`src/hw/rtl/assert_macros.svh`:
```
// ----------------------------------------------------------------------------
// assert_macros.svh
// Concurrent assertion shorthands for the pcm frame converter rtl
// ----------------------------------------------------------------------------
`ifndef ASSERT_MACROS_SVH
`define ASSERT_MACROS_SVH

// same-cycle implication, disabled while in reset
`define ASSERT_IMPLIES(lbl, clk, rst_n, ante, cons, msg) \
	lbl: assert property (@(posedge clk) disable iff (!rst_n) (ante) |-> (cons)) \
		else $error(msg);

// next-cycle implication, disabled while in reset
`define ASSERT_NEXT(lbl, clk, rst_n, ante, cons, msg) \
	lbl: assert property (@(posedge clk) disable iff (!rst_n) (ante) |=> (cons)) \
		else $error(msg);

`endif

```
`src/hw/rtl/pfsv_pkg.sv`:
```
// ----------------------------------------------------------------------------
// pfsv_pkg
// Types, constants and helpers for the pcm frame to stereo16 converter
// ----------------------------------------------------------------------------
package pfsv_pkg;

	localparam int RAW_W      = 32;
	localparam int SAMPLE_W   = 16;
	localparam int VOL_W      = 7;
	localparam int REG_IDX_W  = 2;
	localparam int CFG_DATA_W = 7;

	// signed gain product and its magnitude
	localparam int PROD_W = 24;
	localparam int MAG_W  = 23;

	localparam int U8_BIAS     = 128;
	localparam int PERCENT_DIV = 100;

	// divide by 100 as a multiply by a rounded-up reciprocal, exact for MAG_W bits
	localparam int RECIP_SHIFT = 30;
	localparam int RECIP_W     = 24;
	localparam longint unsigned RECIP_FULL =
		((64'd1 << RECIP_SHIFT) + PERCENT_DIV - 1) / PERCENT_DIV;
	localparam logic [RECIP_W-1:0] RECIP = RECIP_W'(RECIP_FULL);
	localparam int QUOT_W = MAG_W + RECIP_W - RECIP_SHIFT;

	localparam logic [QUOT_W-1:0] SAT_POS_LIMIT = QUOT_W'(32767);
	localparam logic [QUOT_W-1:0] SAT_NEG_LIMIT = QUOT_W'(32768);
	localparam logic signed [SAMPLE_W-1:0] SAT_MAX = 16'sh7fff;
	localparam logic signed [SAMPLE_W-1:0] SAT_MIN = 16'sh8000;

	typedef enum logic [1:0] {
		WIDTH_U8  = 2'd0,
		WIDTH_S16 = 2'd1,
		WIDTH_S24 = 2'd2,
		WIDTH_S32 = 2'd3
	} width_code_t;

	typedef enum logic [REG_IDX_W-1:0] {
		REG_SAMPLE_WIDTH = 2'd0,
		REG_MONO_SOURCE  = 2'd1,
		REG_GAIN_PCT     = 2'd2
	} reg_index_t;

	localparam logic [VOL_W-1:0] VOLUME_RESET = VOL_W'(60);

	typedef struct packed {
		width_code_t      width_code;
		logic             mono_source;
		logic [VOL_W-1:0] gain_pct;
	} pfsv_cfg_t;

	// input register contents
	typedef struct packed {
		logic [RAW_W-1:0] first_sample_raw;
		logic [RAW_W-1:0] second_sample_raw;
		logic             last_frame;
	} pfsv_s1_t;

	// gain product as sign and magnitude
	typedef struct packed {
		logic             neg;
		logic [MAG_W-1:0] mag;
		logic             last_frame;
	} pfsv_s2_t;

	// reduce one raw little-endian word to a signed 16-bit sample
	function automatic logic [SAMPLE_W-1:0] reduce_sample(
		input logic [RAW_W-1:0] raw,
		input width_code_t      code
	);
		logic [7:0] unbiased;
		logic [SAMPLE_W-1:0] res;
		unbiased = raw[7:0] - 8'(U8_BIAS);
		unique case (code)
			WIDTH_U8:  res = {unbiased, 8'h00};
			WIDTH_S16: res = raw[15:0];
			WIDTH_S24: res = raw[23:8];
			WIDTH_S32: res = raw[31:16];
			default:   res = raw[15:0];
		endcase
		return res;
	endfunction

endpackage

```
`src/hw/rtl/pfsv_if.sv`:
```
// ----------------------------------------------------------------------------
// pfsv_if
// Valid/ready channel interfaces for frames, samples and register writes
// ----------------------------------------------------------------------------
interface pfsv_in_if;
	logic                          valid;
	logic                          ready;
	logic [pfsv_pkg::RAW_W-1:0]    first_sample_raw;
	logic [pfsv_pkg::RAW_W-1:0]    second_sample_raw;
	logic                          last_frame;

	modport source (output valid, first_sample_raw, second_sample_raw, last_frame,
		input ready);
	modport sink (input valid, first_sample_raw, second_sample_raw, last_frame,
		output ready);
endinterface

interface pfsv_out_if;
	logic                                 valid;
	logic                                 ready;
	logic signed [pfsv_pkg::SAMPLE_W-1:0] left_sample;
	logic signed [pfsv_pkg::SAMPLE_W-1:0] right_sample;
	logic                                 last_frame_out;

	modport source (output valid, left_sample, right_sample, last_frame_out,
		input ready);
	modport sink (input valid, left_sample, right_sample, last_frame_out,
		output ready);
endinterface

interface pfsv_cfg_if;
	logic                              valid;
	logic                              ready;
	logic [pfsv_pkg::REG_IDX_W-1:0]    index;
	logic [pfsv_pkg::CFG_DATA_W-1:0]   data;

	modport source (output valid, index, data, input ready);
	modport sink (input valid, index, data, output ready);
endinterface

```
`src/hw/rtl/pfsv_gain.sv`:
```
// ----------------------------------------------------------------------------
// pfsv_gain
// Sample reduction, channel averaging (or first sample in mono mode) and volume multiply into stage 2
// ----------------------------------------------------------------------------
module pfsv_gain (
	input  logic                clk,
	input  logic                arst_n,
	input  pfsv_pkg::pfsv_cfg_t cfg_val,
	input  logic                up_valid,
	output logic                up_ready,
	input  pfsv_pkg::pfsv_s1_t  up_data,
	output logic                dn_valid,
	input  logic                dn_ready,
	output pfsv_pkg::pfsv_s2_t  dn_data
);

	logic [pfsv_pkg::SAMPLE_W-1:0]        first_red;
	logic [pfsv_pkg::SAMPLE_W-1:0]        second_red;
	logic [pfsv_pkg::SAMPLE_W:0]          pair_sum;
	logic [pfsv_pkg::SAMPLE_W:0]          pair_adj;
	logic [pfsv_pkg::SAMPLE_W-1:0]        sample;
	logic signed [pfsv_pkg::PROD_W-1:0]   sample_ext;
	logic signed [pfsv_pkg::PROD_W-1:0]   vol_ext;
	logic signed [pfsv_pkg::PROD_W-1:0]   prod;
	logic [pfsv_pkg::PROD_W-1:0]          prod_abs;
	logic                                 valid_s2;
	pfsv_pkg::pfsv_s2_t                   data_s2;

	always_comb begin
		first_red  = pfsv_pkg::reduce_sample(up_data.first_sample_raw, cfg_val.width_code);
		second_red = pfsv_pkg::reduce_sample(up_data.second_sample_raw, cfg_val.width_code);
		pair_sum   = {first_red[pfsv_pkg::SAMPLE_W-1], first_red}
			+ {second_red[pfsv_pkg::SAMPLE_W-1], second_red};
		// add one before halving a negative sum so it truncates toward zero
		pair_adj   = pair_sum + (pfsv_pkg::SAMPLE_W+1)'(pair_sum[pfsv_pkg::SAMPLE_W]);
		sample     = cfg_val.mono_source ? first_red : pair_adj[pfsv_pkg::SAMPLE_W:1];
		sample_ext = $signed({{(pfsv_pkg::PROD_W-pfsv_pkg::SAMPLE_W){sample[pfsv_pkg::SAMPLE_W-1]}},
			sample});
		vol_ext    = $signed({{(pfsv_pkg::PROD_W-pfsv_pkg::VOL_W){1'b0}}, cfg_val.gain_pct});
		prod       = sample_ext * vol_ext;
		prod_abs   = prod[pfsv_pkg::PROD_W-1] ? (-prod) : prod;
	end

	assign up_ready = !valid_s2 || dn_ready;

	always_ff @(posedge clk or negedge arst_n) begin
		if (!arst_n) begin
			valid_s2 <= 1'b0;
		end else if (up_ready) begin
			valid_s2 <= up_valid;
		end
	end

	always_ff @(posedge clk) begin
		if (up_ready && up_valid) begin
			data_s2.neg        <= prod[pfsv_pkg::PROD_W-1];
			data_s2.mag        <= prod_abs[pfsv_pkg::MAG_W-1:0];
			data_s2.last_frame <= up_data.last_frame;
		end
	end

	assign dn_valid = valid_s2;
	assign dn_data  = data_s2;

endmodule

```
`src/hw/rtl/pfsv_scale.sv`:
```
// ----------------------------------------------------------------------------
// pfsv_scale
// Divide by one hundred, saturate to 16 bits and hold the result register
// ----------------------------------------------------------------------------
module pfsv_scale (
	input  logic               clk,
	input  logic               arst_n,
	input  logic               up_valid,
	output logic               up_ready,
	input  pfsv_pkg::pfsv_s2_t up_data,
	pfsv_out_if.source         frame_out
);

	localparam int FULL_W = pfsv_pkg::MAG_W + pfsv_pkg::RECIP_W;

	logic [FULL_W-1:0]                     quot_full;
	logic [pfsv_pkg::QUOT_W-1:0]           quot;
	logic [pfsv_pkg::QUOT_W-1:0]           quot_neg;
	logic signed [pfsv_pkg::SAMPLE_W-1:0]  sat;
	logic                                  valid_q;
	logic signed [pfsv_pkg::SAMPLE_W-1:0]  sample_q;
	logic                                  last_q;

	always_comb begin
		quot_full = FULL_W'(up_data.mag) * FULL_W'(pfsv_pkg::RECIP);
		quot      = quot_full[FULL_W-1:pfsv_pkg::RECIP_SHIFT];
		quot_neg  = -quot;
		priority if (!up_data.neg && quot > pfsv_pkg::SAT_POS_LIMIT) begin
			sat = pfsv_pkg::SAT_MAX;
		end else if (up_data.neg && quot > pfsv_pkg::SAT_NEG_LIMIT) begin
			sat = pfsv_pkg::SAT_MIN;
		end else if (up_data.neg) begin
			sat = quot_neg[pfsv_pkg::SAMPLE_W-1:0];
		end else begin
			sat = quot[pfsv_pkg::SAMPLE_W-1:0];
		end
	end

	assign up_ready = !valid_q || frame_out.ready;

	always_ff @(posedge clk or negedge arst_n) begin
		if (!arst_n) begin
			valid_q <= 1'b0;
		end else if (up_ready) begin
			valid_q <= up_valid;
		end
	end

	always_ff @(posedge clk) begin
		if (up_ready && up_valid) begin
			sample_q <= sat;
			last_q   <= up_data.last_frame;
		end
	end

	assign frame_out.valid          = valid_q;
	assign frame_out.left_sample    = sample_q;
	assign frame_out.right_sample   = sample_q;
	assign frame_out.last_frame_out = last_q;

endmodule

```
`src/hw/rtl/pcm_frame_to_stereo16_volume.sv`:
```
// ----------------------------------------------------------------------------
// pcm_frame_to_stereo16_volume
// PCM frame to duplicated 16-bit stereo sample with percent volume
// ----------------------------------------------------------------------------
// usage:
//   frame_in carries one pcm frame per transaction: two raw little-endian
//   sample words and a last-frame mark. frame_out carries one transaction
//   per frame: the same scaled, saturated sample on left and right plus a
//   copy of the last-frame mark. cfg writes the width code (index 0), mono
//   select (index 1) and volume in percent (index 2); cfg is always ready
//   and should only be written while no frame is in flight.
// path: a frame passes the input register, gain register and result
//   register in that order before it shows on frame_out.
// throughput: one frame per cycle; all three registers advance together
//   when frame_out is ready.
// reset: pipeline empties, width code goes to 16-bit, stereo averaging,
//   volume 60.
// stall: each register holds while the next one is full and stalled, so
//   three frames can be buffered before frame_in.ready drops.
// ----------------------------------------------------------------------------
`include "assert_macros.svh"

module pcm_frame_to_stereo16_volume (
	input  logic       clk,
	input  logic       arst_n,
	pfsv_cfg_if.sink   cfg,
	pfsv_in_if.sink    frame_in,
	pfsv_out_if.source frame_out
);

	// configuration registers
	pfsv_pkg::width_code_t             width_code_q;
	logic                              mono_source_q;
	logic [pfsv_pkg::VOL_W-1:0]        gain_pct_q;
	pfsv_pkg::pfsv_cfg_t               cfg_val;

	// input register stage
	logic                              valid_s1;
	logic                              ready_s1;
	pfsv_pkg::pfsv_s1_t                data_s1;

	// gain to scale hand-off
	logic                              valid_s2;
	logic                              ready_s2;
	pfsv_pkg::pfsv_s2_t                data_s2;
	logic                              ready_s3;

	// register writes are always accepted
	assign cfg.ready = 1'b1;

	always_ff @(posedge clk or negedge arst_n) begin
		if (!arst_n) begin
			width_code_q  <= pfsv_pkg::WIDTH_S16;
			mono_source_q <= 1'b0;
			gain_pct_q    <= pfsv_pkg::VOLUME_RESET;
		end else if (cfg.valid) begin
			unique case (cfg.index)
				pfsv_pkg::REG_SAMPLE_WIDTH: begin
					width_code_q <= pfsv_pkg::width_code_t'(cfg.data[1:0]);
				end
				pfsv_pkg::REG_MONO_SOURCE: begin
					mono_source_q <= cfg.data[0];
				end
				pfsv_pkg::REG_GAIN_PCT: begin
					gain_pct_q <= cfg.data[pfsv_pkg::VOL_W-1:0];
				end
				// index beyond the register list is dropped
				default: begin
				end
			endcase
		end
	end

	assign cfg_val.width_code  = width_code_q;
	assign cfg_val.mono_source = mono_source_q;
	assign cfg_val.gain_pct    = gain_pct_q;

	// input register, fills whenever it is empty or draining this cycle
	assign ready_s1       = !valid_s1 || ready_s2;
	assign frame_in.ready = ready_s1;

	always_ff @(posedge clk or negedge arst_n) begin
		if (!arst_n) begin
			valid_s1 <= 1'b0;
		end else if (ready_s1) begin
			valid_s1 <= frame_in.valid;
		end
	end

	always_ff @(posedge clk) begin
		if (ready_s1 && frame_in.valid) begin
			data_s1.first_sample_raw  <= frame_in.first_sample_raw;
			data_s1.second_sample_raw <= frame_in.second_sample_raw;
			data_s1.last_frame        <= frame_in.last_frame;
		end
	end

	// reduce, average and multiply by volume
	pfsv_gain u_gain (
		.clk      (clk),
		.arst_n   (arst_n),
		.cfg_val  (cfg_val),
		.up_valid (valid_s1),
		.up_ready (ready_s2),
		.up_data  (data_s1),
		.dn_valid (valid_s2),
		.dn_ready (ready_s3),
		.dn_data  (data_s2)
	);

	// divide by one hundred, clamp, result register
	pfsv_scale u_scale (
		.clk       (clk),
		.arst_n    (arst_n),
		.up_valid  (valid_s2),
		.up_ready  (ready_s3),
		.up_data   (data_s2),
		.frame_out (frame_out)
	);

	// backpressure only reaches the input once every stage holds a frame
	`ASSERT_IMPLIES(a_full_when_blocked, clk, arst_n, !frame_in.ready, valid_s1 && valid_s2 && frame_out.valid, "input blocked with a pipeline bubble")

	// a stalled input register keeps its frame
	`ASSERT_NEXT(a_s1_holds, clk, arst_n, valid_s1 && !ready_s1, valid_s1 && $stable(data_s1), "input register lost a stalled frame")

	// a stalled gain stage keeps its frame
	`ASSERT_NEXT(a_s2_holds, clk, arst_n, valid_s2 && !ready_s3, valid_s2 && $stable(data_s2), "gain register lost a stalled frame")

	// both channels carry the same sample
	`ASSERT_IMPLIES(a_lr_equal, clk, arst_n, frame_out.valid, frame_out.left_sample == frame_out.right_sample, "left and right differ")

endmodule
```
`src/flat_wrapper.sv`:
```
// flat-port wrapper written by rule: the top's interface ports become plain ports
module pcm_frame_to_stereo16_volume_flat 
  (clk, arst_n, cfg_valid, cfg_index, cfg_data, cfg_ready, frame_in_valid, frame_in_first_sample_raw, frame_in_second_sample_raw, frame_in_last_frame, frame_in_ready, frame_out_valid, frame_out_left_sample, frame_out_right_sample, frame_out_last_frame_out, frame_out_ready);
  pfsv_cfg_if cfg_i ();
  pfsv_in_if frame_in_i ();
  pfsv_out_if frame_out_i ();
  input  logic clk;
  input  logic arst_n;
  input wire logic [$bits(cfg_i.valid)-1:0] cfg_valid;
  input wire logic [$bits(cfg_i.index)-1:0] cfg_index;
  input wire logic [$bits(cfg_i.data)-1:0] cfg_data;
  output wire logic [$bits(cfg_i.ready)-1:0] cfg_ready;
  input wire logic [$bits(frame_in_i.valid)-1:0] frame_in_valid;
  input wire logic [$bits(frame_in_i.first_sample_raw)-1:0] frame_in_first_sample_raw;
  input wire logic [$bits(frame_in_i.second_sample_raw)-1:0] frame_in_second_sample_raw;
  input wire logic [$bits(frame_in_i.last_frame)-1:0] frame_in_last_frame;
  output wire logic [$bits(frame_in_i.ready)-1:0] frame_in_ready;
  output wire logic [$bits(frame_out_i.valid)-1:0] frame_out_valid;
  output wire logic [$bits(frame_out_i.left_sample)-1:0] frame_out_left_sample;
  output wire logic [$bits(frame_out_i.right_sample)-1:0] frame_out_right_sample;
  output wire logic [$bits(frame_out_i.last_frame_out)-1:0] frame_out_last_frame_out;
  input wire logic [$bits(frame_out_i.ready)-1:0] frame_out_ready;
  assign cfg_i.valid = cfg_valid;
  assign cfg_i.index = cfg_index;
  assign cfg_i.data = cfg_data;
  assign cfg_ready = cfg_i.ready;
  assign frame_in_i.valid = frame_in_valid;
  assign frame_in_i.first_sample_raw = frame_in_first_sample_raw;
  assign frame_in_i.second_sample_raw = frame_in_second_sample_raw;
  assign frame_in_i.last_frame = frame_in_last_frame;
  assign frame_in_ready = frame_in_i.ready;
  assign frame_out_valid = frame_out_i.valid;
  assign frame_out_left_sample = frame_out_i.left_sample;
  assign frame_out_right_sample = frame_out_i.right_sample;
  assign frame_out_last_frame_out = frame_out_i.last_frame_out;
  assign frame_out_i.ready = frame_out_ready;
  pcm_frame_to_stereo16_volume u_core (.clk(clk), .arst_n(arst_n), .cfg(cfg_i), .frame_in(frame_in_i), .frame_out(frame_out_i));
endmodule
```
`config.mk`:
```
export PLATFORM = sky130hd
export DESIGN_NAME = pcm_frame_to_stereo16_volume_flat
export DESIGN_NICKNAME = d
export VERILOG_FILES = /design/src/hw/rtl/pfsv_pkg.sv /design/src/hw/rtl/pfsv_if.sv /design/src/hw/rtl/pfsv_gain.sv /design/src/hw/rtl/pfsv_scale.sv /design/src/hw/rtl/pcm_frame_to_stereo16_volume.sv /design/src/flat_wrapper.sv
export VERILOG_INCLUDE_DIRS = /design/src /design/src/hw/rtl
export SDC_FILE = /design/constraint.sdc
export NUM_CORES = 1
export LEC_CHECK = 0
export BUFFER_PORTS_ARGS = -buffer_cell sky130_fd_sc_hd__buf_4
export CORE_MARGIN = 8
export CORE_UTILIZATION = 50
export CTS_CLUSTER_DIAMETER = 150
export DETAILED_ROUTE_END_ITERATION = 8
export PLACE_DENSITY_LB_ADDON = 0.12
export SYNTH_ARGS = -nofsm -noshare
export SYNTH_HDL_FRONTEND = slang
export SYNTH_HIERARCHICAL = 1
export SYNTH_SLANG_ARGS = --single-unit
```
`constraint.sdc`:
```
create_clock -name clk -period 21 [get_ports clk]
set_input_delay 6.3 -clock clk [delete_from_list [all_inputs] [get_ports clk]]
set_output_delay 6.3 -clock clk [all_outputs]
set_load 0.01 [all_outputs]
```
==> results.py, run 1 <==
metrics = {
    "critical_path": {
        "worstPathRequired_ns": 14.70,
        "worst-path-max-fanout": 3,
        "worst_setup_path_end_kind": "output pin",
        "worst_ep_arrival_time_ns": 7.05,
        "worst-setup-path-type": "in -> out",
        "startpoint_type": "primary input",
        "worst-r2r-setup-slack_ns": 10.43,
    },
    "worst_hold_path": {
        "hold_path_class": "reg -> reg",
    },
    "die": {
        "die_x_um": 225.5,
        "fp.coreArea_um2": 43170,
        "design.die.area_um2": 50850,
        "core.rowCount": 76,
        "start_util": 0.5083,
        "io-pin-count": 115,
        "die_y_um": 225.5,
    },
    "detailed_routing": {
        "drt_iter0_markers": 937,
        "drcViolationCount": 0,
        "finalWirelength_mm": 56.63,
        "drt.antenna.violating_nets": 0,
        "num_vias": 15810,
        "routed_via_density": 5.521,
        "router_iterations_before_antenna_repair": 5,
        "detail_route.wl_per_cell_um": 19.77,
    },
    "global_route": {
        "via_count_of_the_first_global_routing_pass": 16510,
        "total_congestion_overflow_after_global_routing": 0,
        "grt_pass1_wl_mm": 89.79,
        "track_usage": 0.2263,
        "maximum_number_of_pins_on_one_net_before_global_route_repair": 66,
        "grt_antenna_before_repair": 0,
    },
    "logic_synthesis": {
        "postSynthAreaPerCell_um2": 9.984,
        "synth_compound_area_frac": 0.1138,
        "yosys.area.top_type": "sky130_fd_sc_hd__fa_1",
        "synth-adder-area-share": 0.4351,
        "postSynth.asyncResetShare": 0.1083,
        "leading_cell_type_by_number_of_instances_after_synthesis": "sky130_fd_sc_hd__inv_1",
        "syn_inst": 2198,
        "synth.area.mux_share": 0.03706,
        "synth_simple_gate_area_share": 0.1206,
        "synth-warning-count": 6,
        "main_combinational_cell_family_by_area_after_synthesis": "adder cells",
        "share_of_the_synthesized_netlist_area_taken_by_xor_and_xnor_gates": 0.03432,
        "synth-edff-count": 107,
        "syn-num-nets": 2871,
        "largest_cells_by_area_after_synthesis": "sky130_fd_sc_hd__fa_1 (26%), sky130_fd_sc_hd__ha_1 (18%), sky130_fd_sc_hd__edfxtp_1 (15%)",
        "ys_top_cells_by_count": "sky130_fd_sc_hd__inv_1 (473), sky130_fd_sc_hd__ha_1 (312), sky130_fd_sc_hd__fa_1 (282)",
        "ys_types": 109,
        "postSynthRegisterBits": 120,
        "synthFlopType": "sky130_fd_sc_hd__edfxtp_1",
        "synth_area_um2": 21940,
        "synth.yosys.seq_area_share": 0.1615,
        "netlist.area_leader.share": 0.2573,
    },
    "clock_network": {
        "h-tree-depth": 4,
        "clkLatencyLatePin_ns": 0.45,
        "cts_repair_resize_count": 0,
        "clkSinkCount": 120,
        "hold_buffers": 0,
        "buffer_type_at_the_clock_tree_root": "sky130_fd_sc_hd__clkbuf_16",
        "number_of_buffers_inserted_by_post_cts_setup_repair": 0,
        "worst_setup_hold_path_clk_slew_ns": 0.05,
        "clock_tree.buffer_depth": 2,
        "tritoncts_clock_tree": "done",
        "cts_made_buffers": 17,
    },
    "cells_and_area": {
        "post-route-util": 0.5514,
        "final-instance-count-excl-fill": 2864,
        "layout-area-overhead-vs-synth_pct": 8.484,
        "insertedDiodeCount": 0,
        "design_area_um2": 23810,
        "final_net_count": 2940,
        "post_route_cells_drive_above_1_share": 0.1172,
    },
    "timing": {
        "setup_total_negative_slack_ns": 0,
        "clock-skew-final_ns": 0.01404,
        "timing.final.crit_share": 0.6358,
        "hold_viol_final": 0,
        "timing.final.setup_violations": 0,
        "relSlewSlack": 0.2968,
        "worstMarginPinSlew_ns": 1.055,
        "report.final.slew_viol_count": 0,
        "grt_setup_unrepaired": "false",
        "achievable-frequency_ghz": 0.07489,
        "layout_min_cycle_time_ns": 13.35,
    },
    "placement": {
        "detailed_place.area_um2": 23200,
        "dp_hpwl_mm": 48.19,
        "placed_cells": 2833,
        "globalplace.congestion": 0.9565,
        "portBuffers": 113,
    },
    "job": {
        "drv.max_cap_violation_count": 0,
    },
    "status": {
        "outcome": "finished, final reports clean",
    },
}
-- cell usage in the layout, fill, tap and decap left out, types with 7 or more instances in the layout --
cell	count
sky130_fd_sc_hd__a211oi_2	7
sky130_fd_sc_hd__nand2b_1	23
sky130_fd_sc_hd__xor2_1	43
sky130_fd_sc_hd__fa_1	282
sky130_fd_sc_hd__o211ai_1	9
sky130_fd_sc_hd__o21a_1	8
sky130_fd_sc_hd__o22ai_1	8
sky130_fd_sc_hd__inv_1	473
sky130_fd_sc_hd__buf_4	117
sky130_fd_sc_hd__nand2_1	78
sky130_fd_sc_hd__nor3_1	41
sky130_fd_sc_hd__clkbuf_16	17
sky130_fd_sc_hd__nand3_1	34
sky130_fd_sc_hd__o21ai_0	45
sky130_fd_sc_hd__a21oi_2	7
sky130_fd_sc_hd__o211a_1	7
sky130_fd_sc_hd__mux4_2	16
sky130_fd_sc_hd__edfxtp_1	107
sky130_fd_sc_hd__xnor2_1	43
sky130_fd_sc_hd__o21ai_1	15
sky130_fd_sc_hd__or3_1	8
sky130_fd_sc_hd__nor2b_1	57
sky130_fd_sc_hd__nor2_1	48
sky130_fd_sc_hd__or2_2	7
sky130_fd_sc_hd__and2_1	54
sky130_fd_sc_hd__nor4_1	8
sky130_fd_sc_hd__mux2_2	31
sky130_fd_sc_hd__ha_1	312
sky130_fd_sc_hd__nand4_1	19
sky130_fd_sc_hd__nor3b_1	7
sky130_fd_sc_hd__a31oi_1	10
sky130_fd_sc_hd__a21oi_1	86
sky130_fd_sc_hd__a22o_1	17
sky130_fd_sc_hd__mux2i_1	9
sky130_fd_sc_hd__and3_1	24
sky130_fd_sc_hd__dfrtp_1	8
sky130_fd_sc_hd__a21o_1	32
-- flip-flops by register name, indices dropped and copies added (netlist names) --
signal,cells
u_core/data_s1,65
u_core/gain_pct_q,7
u_core/mono_source_q,1
u_core/u_gain/dn_data,25
u_core/u_gain/dn_valid,1
u_core/u_scale/frame_out.last_frame_out,1
u_core/u_scale/frame_out.left_sample,16
u_core/u_scale/frame_out.valid,1
u_core/valid_s1,1
u_core/width_code_q,2
-- routing by layer --
metal / share of wire / GRT usage
met3: 0.031 / 0.02433
met2: 0.51 / 0.4015
met1: 0.43 / 0.2868
met4: 0.027 / 0.07065
met5: 0 / 0
-- critical path: stages --
cell and delay [ns]:
sky130_fd_sc_hd__buf_4 0.10, sky130_fd_sc_hd__nand2b_1 0.15, sky130_fd_sc_hd__nand2b_1 0.17, sky130_fd_sc_hd__nand2b_1 0.18, sky130_fd_sc_hd__buf_4 0.15
-- final timing paths --
| check | start | end | depth (start not counted) |
|---|---|---|---|
| min reg2reg | u_core/u_gain/dn_data[0] | u_core/u_scale/frame_out.last_frame_out | 0 |
| min | u_core/u_gain/dn_data[0] | u_core/u_scale/frame_out.last_frame_out | 0 |
| max | frame_out_ready | frame_in_ready | 5 |
| max reg2reg | u_core/width_code_q[0] | u_core/u_gain/dn_data[2] | 31 |
| max in group asynchronous | arst_n | u_core/gain_pct_q[5] | 1 |
| min in group asynchronous | arst_n | u_core/valid_s1 | 1 |
-- through the flow --
step | hold slack [ns] | setup WS [ns]
5_1_grt | 0.4355 | 7.596
3_3_place_gp | 0.4056 | 7.645
3_5_place_dp | 0.4097 | 7.646
4_1_cts | 0.4230 | 7.641
6_report | 0.4210 | 7.648
2_1_floorplan | 0.4003 | 7.911
-- kinds of logic (layout without fill, tap and decap cells) --
logic type | after synthesis | in the layout
compound gates | 340 | 340
xor+xnor | 86 | 86
fa+ha+maj | 594 | 594
buf+inv | 541 | 622
flops | 120 | 120
mux | 57 | 57
other cells | 1 | 1
simple gates | 459 | 459
-- area by class of cell --
cell class,count,area (µm²)
tap,585,732.0
inverter,474,1779
multi-input combinational,1537,16270
timing repair buffer,117,878.3
clock buffer,17,425.4
sequential,120,3545
clock inverter,14,181.4
fill,3975,19360
Power of run 1 is left out: the tool's default activity adds up to more than one toggle a clock period on the data nets, which glitch-free logic cannot reach.
==> run 2: changes to the inputs <==
--- a/config.mk
+++ b/config.mk
@@ -6,6 +6,7 @@
 export SDC_FILE = /design/constraint.sdc
 export NUM_CORES = 1
 export LEC_CHECK = 0
+export ABC_AREA = 1
 export BUFFER_PORTS_ARGS = -buffer_cell sky130_fd_sc_hd__buf_4
 export CORE_MARGIN = 8
 export CORE_UTILIZATION = 50
==> constraint.sdc (replaced) <==
create_clock -name clk -period 10.88 [get_ports clk]
set_input_delay 3.264 -clock clk [delete_from_list [all_inputs] [get_ports clk]]
set_output_delay 3.264 -clock clk [all_outputs]
set_load 0.01 [all_outputs]
==> results.py, run 2 <==
metrics = {
    "timing": {
        "grt_setup_unrepaired": "false",
        "timing.final.crit_share": 0.8815,
        "report.final.slew_viol_count": 0,
        "worstMarginPinSlew_ns": 0.9351,
        "achievable-frequency_ghz": 0.1043,
        "setup_total_negative_slack_ns": 0,
        "relSlewSlack": 0.3759,
        "clock-skew-final_ns": 0.01375,
        "layout_min_cycle_time_ns": 9.591,
        "timing.final.setup_violations": 0,
        "hold_viol_final": 0,
    },
    "critical_path": {
        "worst_ep_arrival_time_ns": 9.79,
        "worstPathRequired_ns": 11.08,
        "worst-path-max-fanout": 15,
        "worst-setup-path-type": "reg -> reg",
        "crit_path_slowest_cell": "sky130_fd_sc_hd__nor2_1",
        "startpoint_type": "flop",
        "highest_cell_delay_on_the_worst_timing_path_ns": 0.71,
        "worst_path_most_repeated_cell": "sky130_fd_sc_hd__nand2_1",
        "worst_setup_path_end_kind": "flop",
        "worst-r2r-setup-slack_ns": 1.29,
    },
    "clock_network": {
        "worst_setup_hold_path_clk_slew_ns": 0.07,
        "cts_repair_resize_count": 0,
        "hold_buffers": 0,
        "h-tree-depth": 4,
        "clkLatencyLatePin_ns": 0.45,
        "buffer_type_at_the_clock_tree_root": "sky130_fd_sc_hd__clkbuf_16",
        "clock_tree.buffer_depth": 2,
        "number_of_buffers_inserted_by_post_cts_setup_repair": 0,
        "tritoncts_clock_tree": "done",
        "clkSinkCount": 120,
        "cts_made_buffers": 17,
    },
    "logic_synthesis": {
        "synthFlopType": "sky130_fd_sc_hd__edfxtp_1",
        "netlist.area_leader.share": 0.2434,
        "postSynthAreaPerCell_um2": 7.799,
        "synth_area_um2": 23190,
        "largest_cells_by_area_after_synthesis": "sky130_fd_sc_hd__fa_1 (24%), sky130_fd_sc_hd__ha_1 (17%), sky130_fd_sc_hd__edfxtp_1 (14%)",
        "synth.yosys.seq_area_share": 0.1528,
        "synth-warning-count": 6,
        "ys_top_cells_by_count": "sky130_fd_sc_hd__inv_1 (742), sky130_fd_sc_hd__nand2_1 (705), sky130_fd_sc_hd__ha_1 (312)",
        "postSynth.asyncResetShare": 0.1083,
        "synth-edff-count": 107,
        "leading_cell_type_by_number_of_instances_after_synthesis": "sky130_fd_sc_hd__inv_1",
        "postSynthRegisterBits": 120,
        "syn-num-nets": 3647,
        "yosys.area.top_type": "sky130_fd_sc_hd__fa_1",
        "syn_inst": 2974,
        "ys_types": 59,
    },
    "job": {
        "drv.max_cap_violation_count": 0,
    },
    "cells_and_area": {
        "post_route_cells_drive_above_1_share": 0.1016,
        "final_net_count": 3741,
        "layout_common_cells": "sky130_fd_sc_hd__inv_1 (742), sky130_fd_sc_hd__nand2_1 (705), sky130_fd_sc_hd__ha_1 (312)",
        "largest_register_ffs": 65,
        "largest_register": "u_core/data_s1",
        "layout_commonest_cell": "sky130_fd_sc_hd__inv_1",
        "layout-area-overhead-vs-synth_pct": 8.372,
        "multi_input_area_um2": 16490,
        "layout.area.seq_um2": 3545,
        "insertedDiodeCount": 0,
        "num-fill-cells": 4434,
    },
    "die": {
        "io-pin-count": 115,
        "fp.coreArea_um2": 46160,
        "core.rowCount": 79,
        "start_util": 0.5025,
        "die_y_um": 231.4,
        "design.die.area_um2": 53540,
        "die_x_um": 231.4,
    },
    "global_route": {
        "via_count_of_the_first_global_routing_pass": 19470,
        "track_usage": 0.2444,
        "total_congestion_overflow_after_global_routing": 0,
        "maximum_number_of_pins_on_one_net_before_global_route_repair": 66,
        "grt_pass1_wl_mm": 102.7,
        "grt_antenna_before_repair": 0,
    },
    "status": {
        "outcome": "finished, final reports clean",
    },
    "placement": {
        "globalplace.congestion": 0.9897,
        "dp_hpwl_mm": 56.42,
        "portBuffers": 113,
    },
    "worst_hold_path": {
        "hold_path_class": "reg -> reg",
    },
    "detailed_routing": {
        "router_iterations_before_antenna_repair": 5,
        "drt.antenna.violating_nets": 0,
        "drcViolationCount": 0,
        "drt_iter0_markers": 1219,
        "finalWirelength_mm": 64.14,
        "detail_route.wl_per_cell_um": 17.39,
        "num_vias": 18850,
        "routed_via_density": 5.110,
    },
}
-- run 2: area by class of cell --
type                            count  area share
Tap cell                          607     0.03021
Sequential cell                   120      0.1410
Clock inverter                     15    0.006570
Multi-Input combinational cell   2049      0.6561
Timing Repair Buffer              119     0.03554
Inverter                          761      0.1136
Clock buffer                       17     0.01692
-- run 2: routing by layer --
metal | global-route usage | up-vias | share of wire
li1 | - | 9268 | -
met1 | 0.2965 | 9071 | 0.41
met2 | 0.4462 | 391 | 0.52
met3 | 0.02274 | 117 | 0.032
met4 | 0.08810 | 0 | 0.034
met5 | 0 | - | 0
-- run 2: path summary, 6_finish.rpt --
path                                        endpoint  cells past startpoint              startpoint
min reg2reg                 u_core/u_gain/dn_data[0]                      0       u_core/data_s1[0]
min                         u_core/u_gain/dn_data[0]                      0       u_core/data_s1[0]
max                        u_core/u_gain/dn_data[23]                     49  u_core/width_code_q[1]
max in group asynchronous       u_core/gain_pct_q[5]                      1                  arst_n
max reg2reg                u_core/u_gain/dn_data[23]                     49  u_core/width_code_q[1]
min in group asynchronous     u_core/width_code_q[1]                      1                  arst_n
-- run 2: critical path, delay by kind of cell, from the launching register on --
kind	cells	cell delay [ns]
fa+ha+maj	7	3.01
buf+inv	9	1.01
flops	1	0.55
compound gates	3	0.55
simple gates	30	4.17
-- run 2: cells by family after synthesis --
| kind of cell | after synthesis | share of synthesized area |
|---|---|---|
| simple gates | 1235 | 0.2353 |
| buf+inv | 805 | 0.1368 |
| fa+ha+maj | 594 | 0.4117 |
| compound gates | 181 | 0.04855 |
| flops | 120 | 0.1528 |
| xor+xnor | 38 | 0.01467 |
| other cells | 1 | 0.0001617 |
-- run 2: per-stage QoR --
stage,utilization,cell area [µm²],setup slack (ns),hold WS [ns],cells
after floorplan,-,23190,2.896,0.4003,2974
after global placement,0.5318,24550,1.645,0.4035,3656
after detailed placement,0.5318,24550,1.463,0.4045,3656
after CTS,0.5445,25140,1.406,0.4246,3688
after global routing,0.5445,25140,0.5221,0.4391,3688
final,0.5445,25140,1.289,0.4227,3688
Power of run 2 is left out for the same reason.
==> run 3: changes to the inputs <==
--- a/config.mk
+++ b/config.mk
@@ -6,7 +6,7 @@
 export SDC_FILE = /design/constraint.sdc
 export NUM_CORES = 1
 export LEC_CHECK = 0
-export ABC_AREA = 1
+export ABC_AREA = 0
 export BUFFER_PORTS_ARGS = -buffer_cell sky130_fd_sc_hd__buf_4
 export CORE_MARGIN = 8
 export CORE_UTILIZATION = 50
==> results.py, run 3 (synthesis gave the netlist of run 1 again) <==
metrics = {
    "status": {
        "outcome": "finished, final reports clean",
    },
    "timing": {
        "grt_setup_unrepaired": "false",
        "clock-skew-final_ns": 0.01618,
        "hold_viol_final": 0,
        "setup_total_negative_slack_ns": 0,
        "report.final.slew_viol_count": 0,
        "achievable-frequency_ghz": 0.1011,
        "layout_min_cycle_time_ns": 9.888,
        "timing.final.crit_share": 0.9089,
        "relSlewSlack": 0.4669,
        "worstMarginPinSlew_ns": 0.7939,
        "timing.final.setup_violations": 0,
    },
    "detailed_routing": {
        "routed_via_density": 5.503,
        "drt.antenna.violating_nets": 0,
        "finalWirelength_mm": 57.01,
        "num_vias": 15780,
        "drt_iter0_markers": 970,
        "drcViolationCount": 0,
        "router_iterations_before_antenna_repair": 5,
        "detail_route.wl_per_cell_um": 19.88,
    },
    "cells_and_area": {
        "largest_register": "u_core/data_s1",
        "insertedDiodeCount": 0,
        "layout-area-overhead-vs-synth_pct": 8.455,
        "largest_register_ffs": 65,
        "layout_common_cells": "sky130_fd_sc_hd__inv_1 (473), sky130_fd_sc_hd__ha_1 (312), sky130_fd_sc_hd__fa_1 (282)",
        "layout_commonest_cell": "sky130_fd_sc_hd__inv_1",
        "post_route_cells_drive_above_1_share": 0.1205,
        "num-fill-cells": 3965,
        "final_net_count": 2943,
    },
    "critical_path": {
        "ff2ff_path_depth": 32,
        "reg2reg_from": "u_core/width_code_q[0]",
        "worst-r2r-setup-slack_ns": 0.99,
        "worstPathRequired_ns": 11.08,
        "worst-path-max-fanout": 27,
        "startpoint_type": "flop",
        "crit_path_slowest_cell": "sky130_fd_sc_hd__dfstp_2",
        "crit-reg2reg-capture": "u_core/u_gain/dn_data[2]",
        "highest_cell_delay_on_the_worst_timing_path_ns": 0.96,
        "worst_ep_arrival_time_ns": 10.08,
        "worst_setup_path_end_kind": "flop",
        "worst-setup-path-type": "reg -> reg",
    },
    "die": {
        "start_util": 0.5083,
        "die_y_um": 225.5,
        "design.die.area_um2": 50850,
        "fp.coreArea_um2": 43170,
        "die_x_um": 225.5,
        "core.rowCount": 76,
        "io-pin-count": 115,
    },
    "clock_network": {
        "clkSinkCount": 120,
        "cts_repair_resize_count": 0,
        "h-tree-depth": 4,
        "cts_made_buffers": 17,
        "tritoncts_clock_tree": "done",
        "clock_tree.buffer_depth": 2,
        "number_of_buffers_inserted_by_post_cts_setup_repair": 0,
        "worst_setup_hold_path_clk_slew_ns": 0.07,
        "buffer_type_at_the_clock_tree_root": "sky130_fd_sc_hd__clkbuf_16",
        "hold_buffers": 0,
        "clkLatencyLatePin_ns": 0.45,
    },
    "placement": {
        "portBuffers": 113,
        "globalplace.congestion": 0.9642,
        "dp_hpwl_mm": 48.64,
    },
    "global_route": {
        "total_congestion_overflow_after_global_routing": 0,
        "grt_pass1_wl_mm": 89.80,
        "maximum_number_of_pins_on_one_net_before_global_route_repair": 66,
        "grt_antenna_before_repair": 0,
        "via_count_of_the_first_global_routing_pass": 16370,
        "track_usage": 0.2272,
    },
    "worst_hold_path": {
        "hold_path_class": "reg -> reg",
        "worstHoldPathCells": 0,
        "min-delay-start": "u_core/data_s1[0]",
        "hold_worst_path_end": "u_core/u_gain/dn_data[0]",
    },
    "job": {
        "drv.max_cap_violation_count": 0,
    },
}
-- run 3: cell types whose count changed in the layout (fill, tap and decap cells not counted), sizes merged, moves of 27 or more --
cell | previous run | this run
nor2b | 0 | 57
mux2 | 0 | 31
nor3 | 14 | 45
nor2 | 256 | 49
and2 | 3 | 57
nand3 | 145 | 35
inv | 767 | 484
nand2 | 758 | 78
a21o | 3 | 34
xnor2 | 16 | 43
-- run 3: critical path, delay by kind of cell (launching register included) --
family | cells | cell delay (ns)
AOI/OAI and AO/OA | 9 | 2.55
xor gates and xnor gates | 1 | 0.15
adders and majority gates | 7 | 2.99
muxes | 3 | 0.86
DFF | 1 | 0.96
buffers and inverters | 6 | 0.70
and+or+nand+nor | 6 | 1.38
-- run 3: layer usage --
layer  GRT usage  part of all wire  wire [µm]
met4      0.1050             0.045       2545
met1      0.2873              0.43      24380
met2      0.3837              0.49      27900
met5           0                 0          0
met3     0.03019             0.038       2176
-- run 3: stage by stage --
stage / cell area (µm²) / instances / utilization / hold slack, ns / worst slack [ns]
detailed placement: 23220 / 2836 / 0.5379 / 0.4105 / 1.076
global placement: 23220 / 2836 / 0.5379 / 0.4009 / 1.211
finish: 23800 / 2868 / 0.5513 / 0.4321 / 0.9916
floorplan: 21940 / 2198 / - / 0.4003 / 1.772
global route: 23800 / 2868 / 0.5513 / 0.4530 / 0.2854
CTS: 23800 / 2868 / 0.5513 / 0.4286 / 1.032
-- run 3: layout make-up --
cell class                 count  area, µm²  area share
multi-input combinational   1537      16270      0.6834
sequential                   120       3545      0.1489
inverter                     474       1779     0.07476
timing repair buffer         120      900.9     0.03785
tap                          585      732.0     0.03075
clock buffer                  17      425.4     0.01787
clock inverter                15      152.6    0.006414
-- run 3: how the worst max path moves through the flow --
stage,from,endpoint,slack [ns]
6_report,u_core/width_code_q[0],u_core/u_gain/dn_data[2],0.99
5_1_grt,u_core/width_code_q[0],u_core/u_gain/dn_data[2],0.29
4_1_cts,u_core/width_code_q[0],u_core/u_gain/dn_data[2],1.03
3_5_place_dp,u_core/width_code_q[0],u_core/u_gain/dn_data[2],1.08
3_3_place_gp,u_core/width_code_q[0],u_core/u_gain/dn_data[2],1.21
2_1_floorplan,u_core/width_code_q[0],u_core/u_gain/dn_data[23],1.77
Power of run 3 is left out for the same reason.
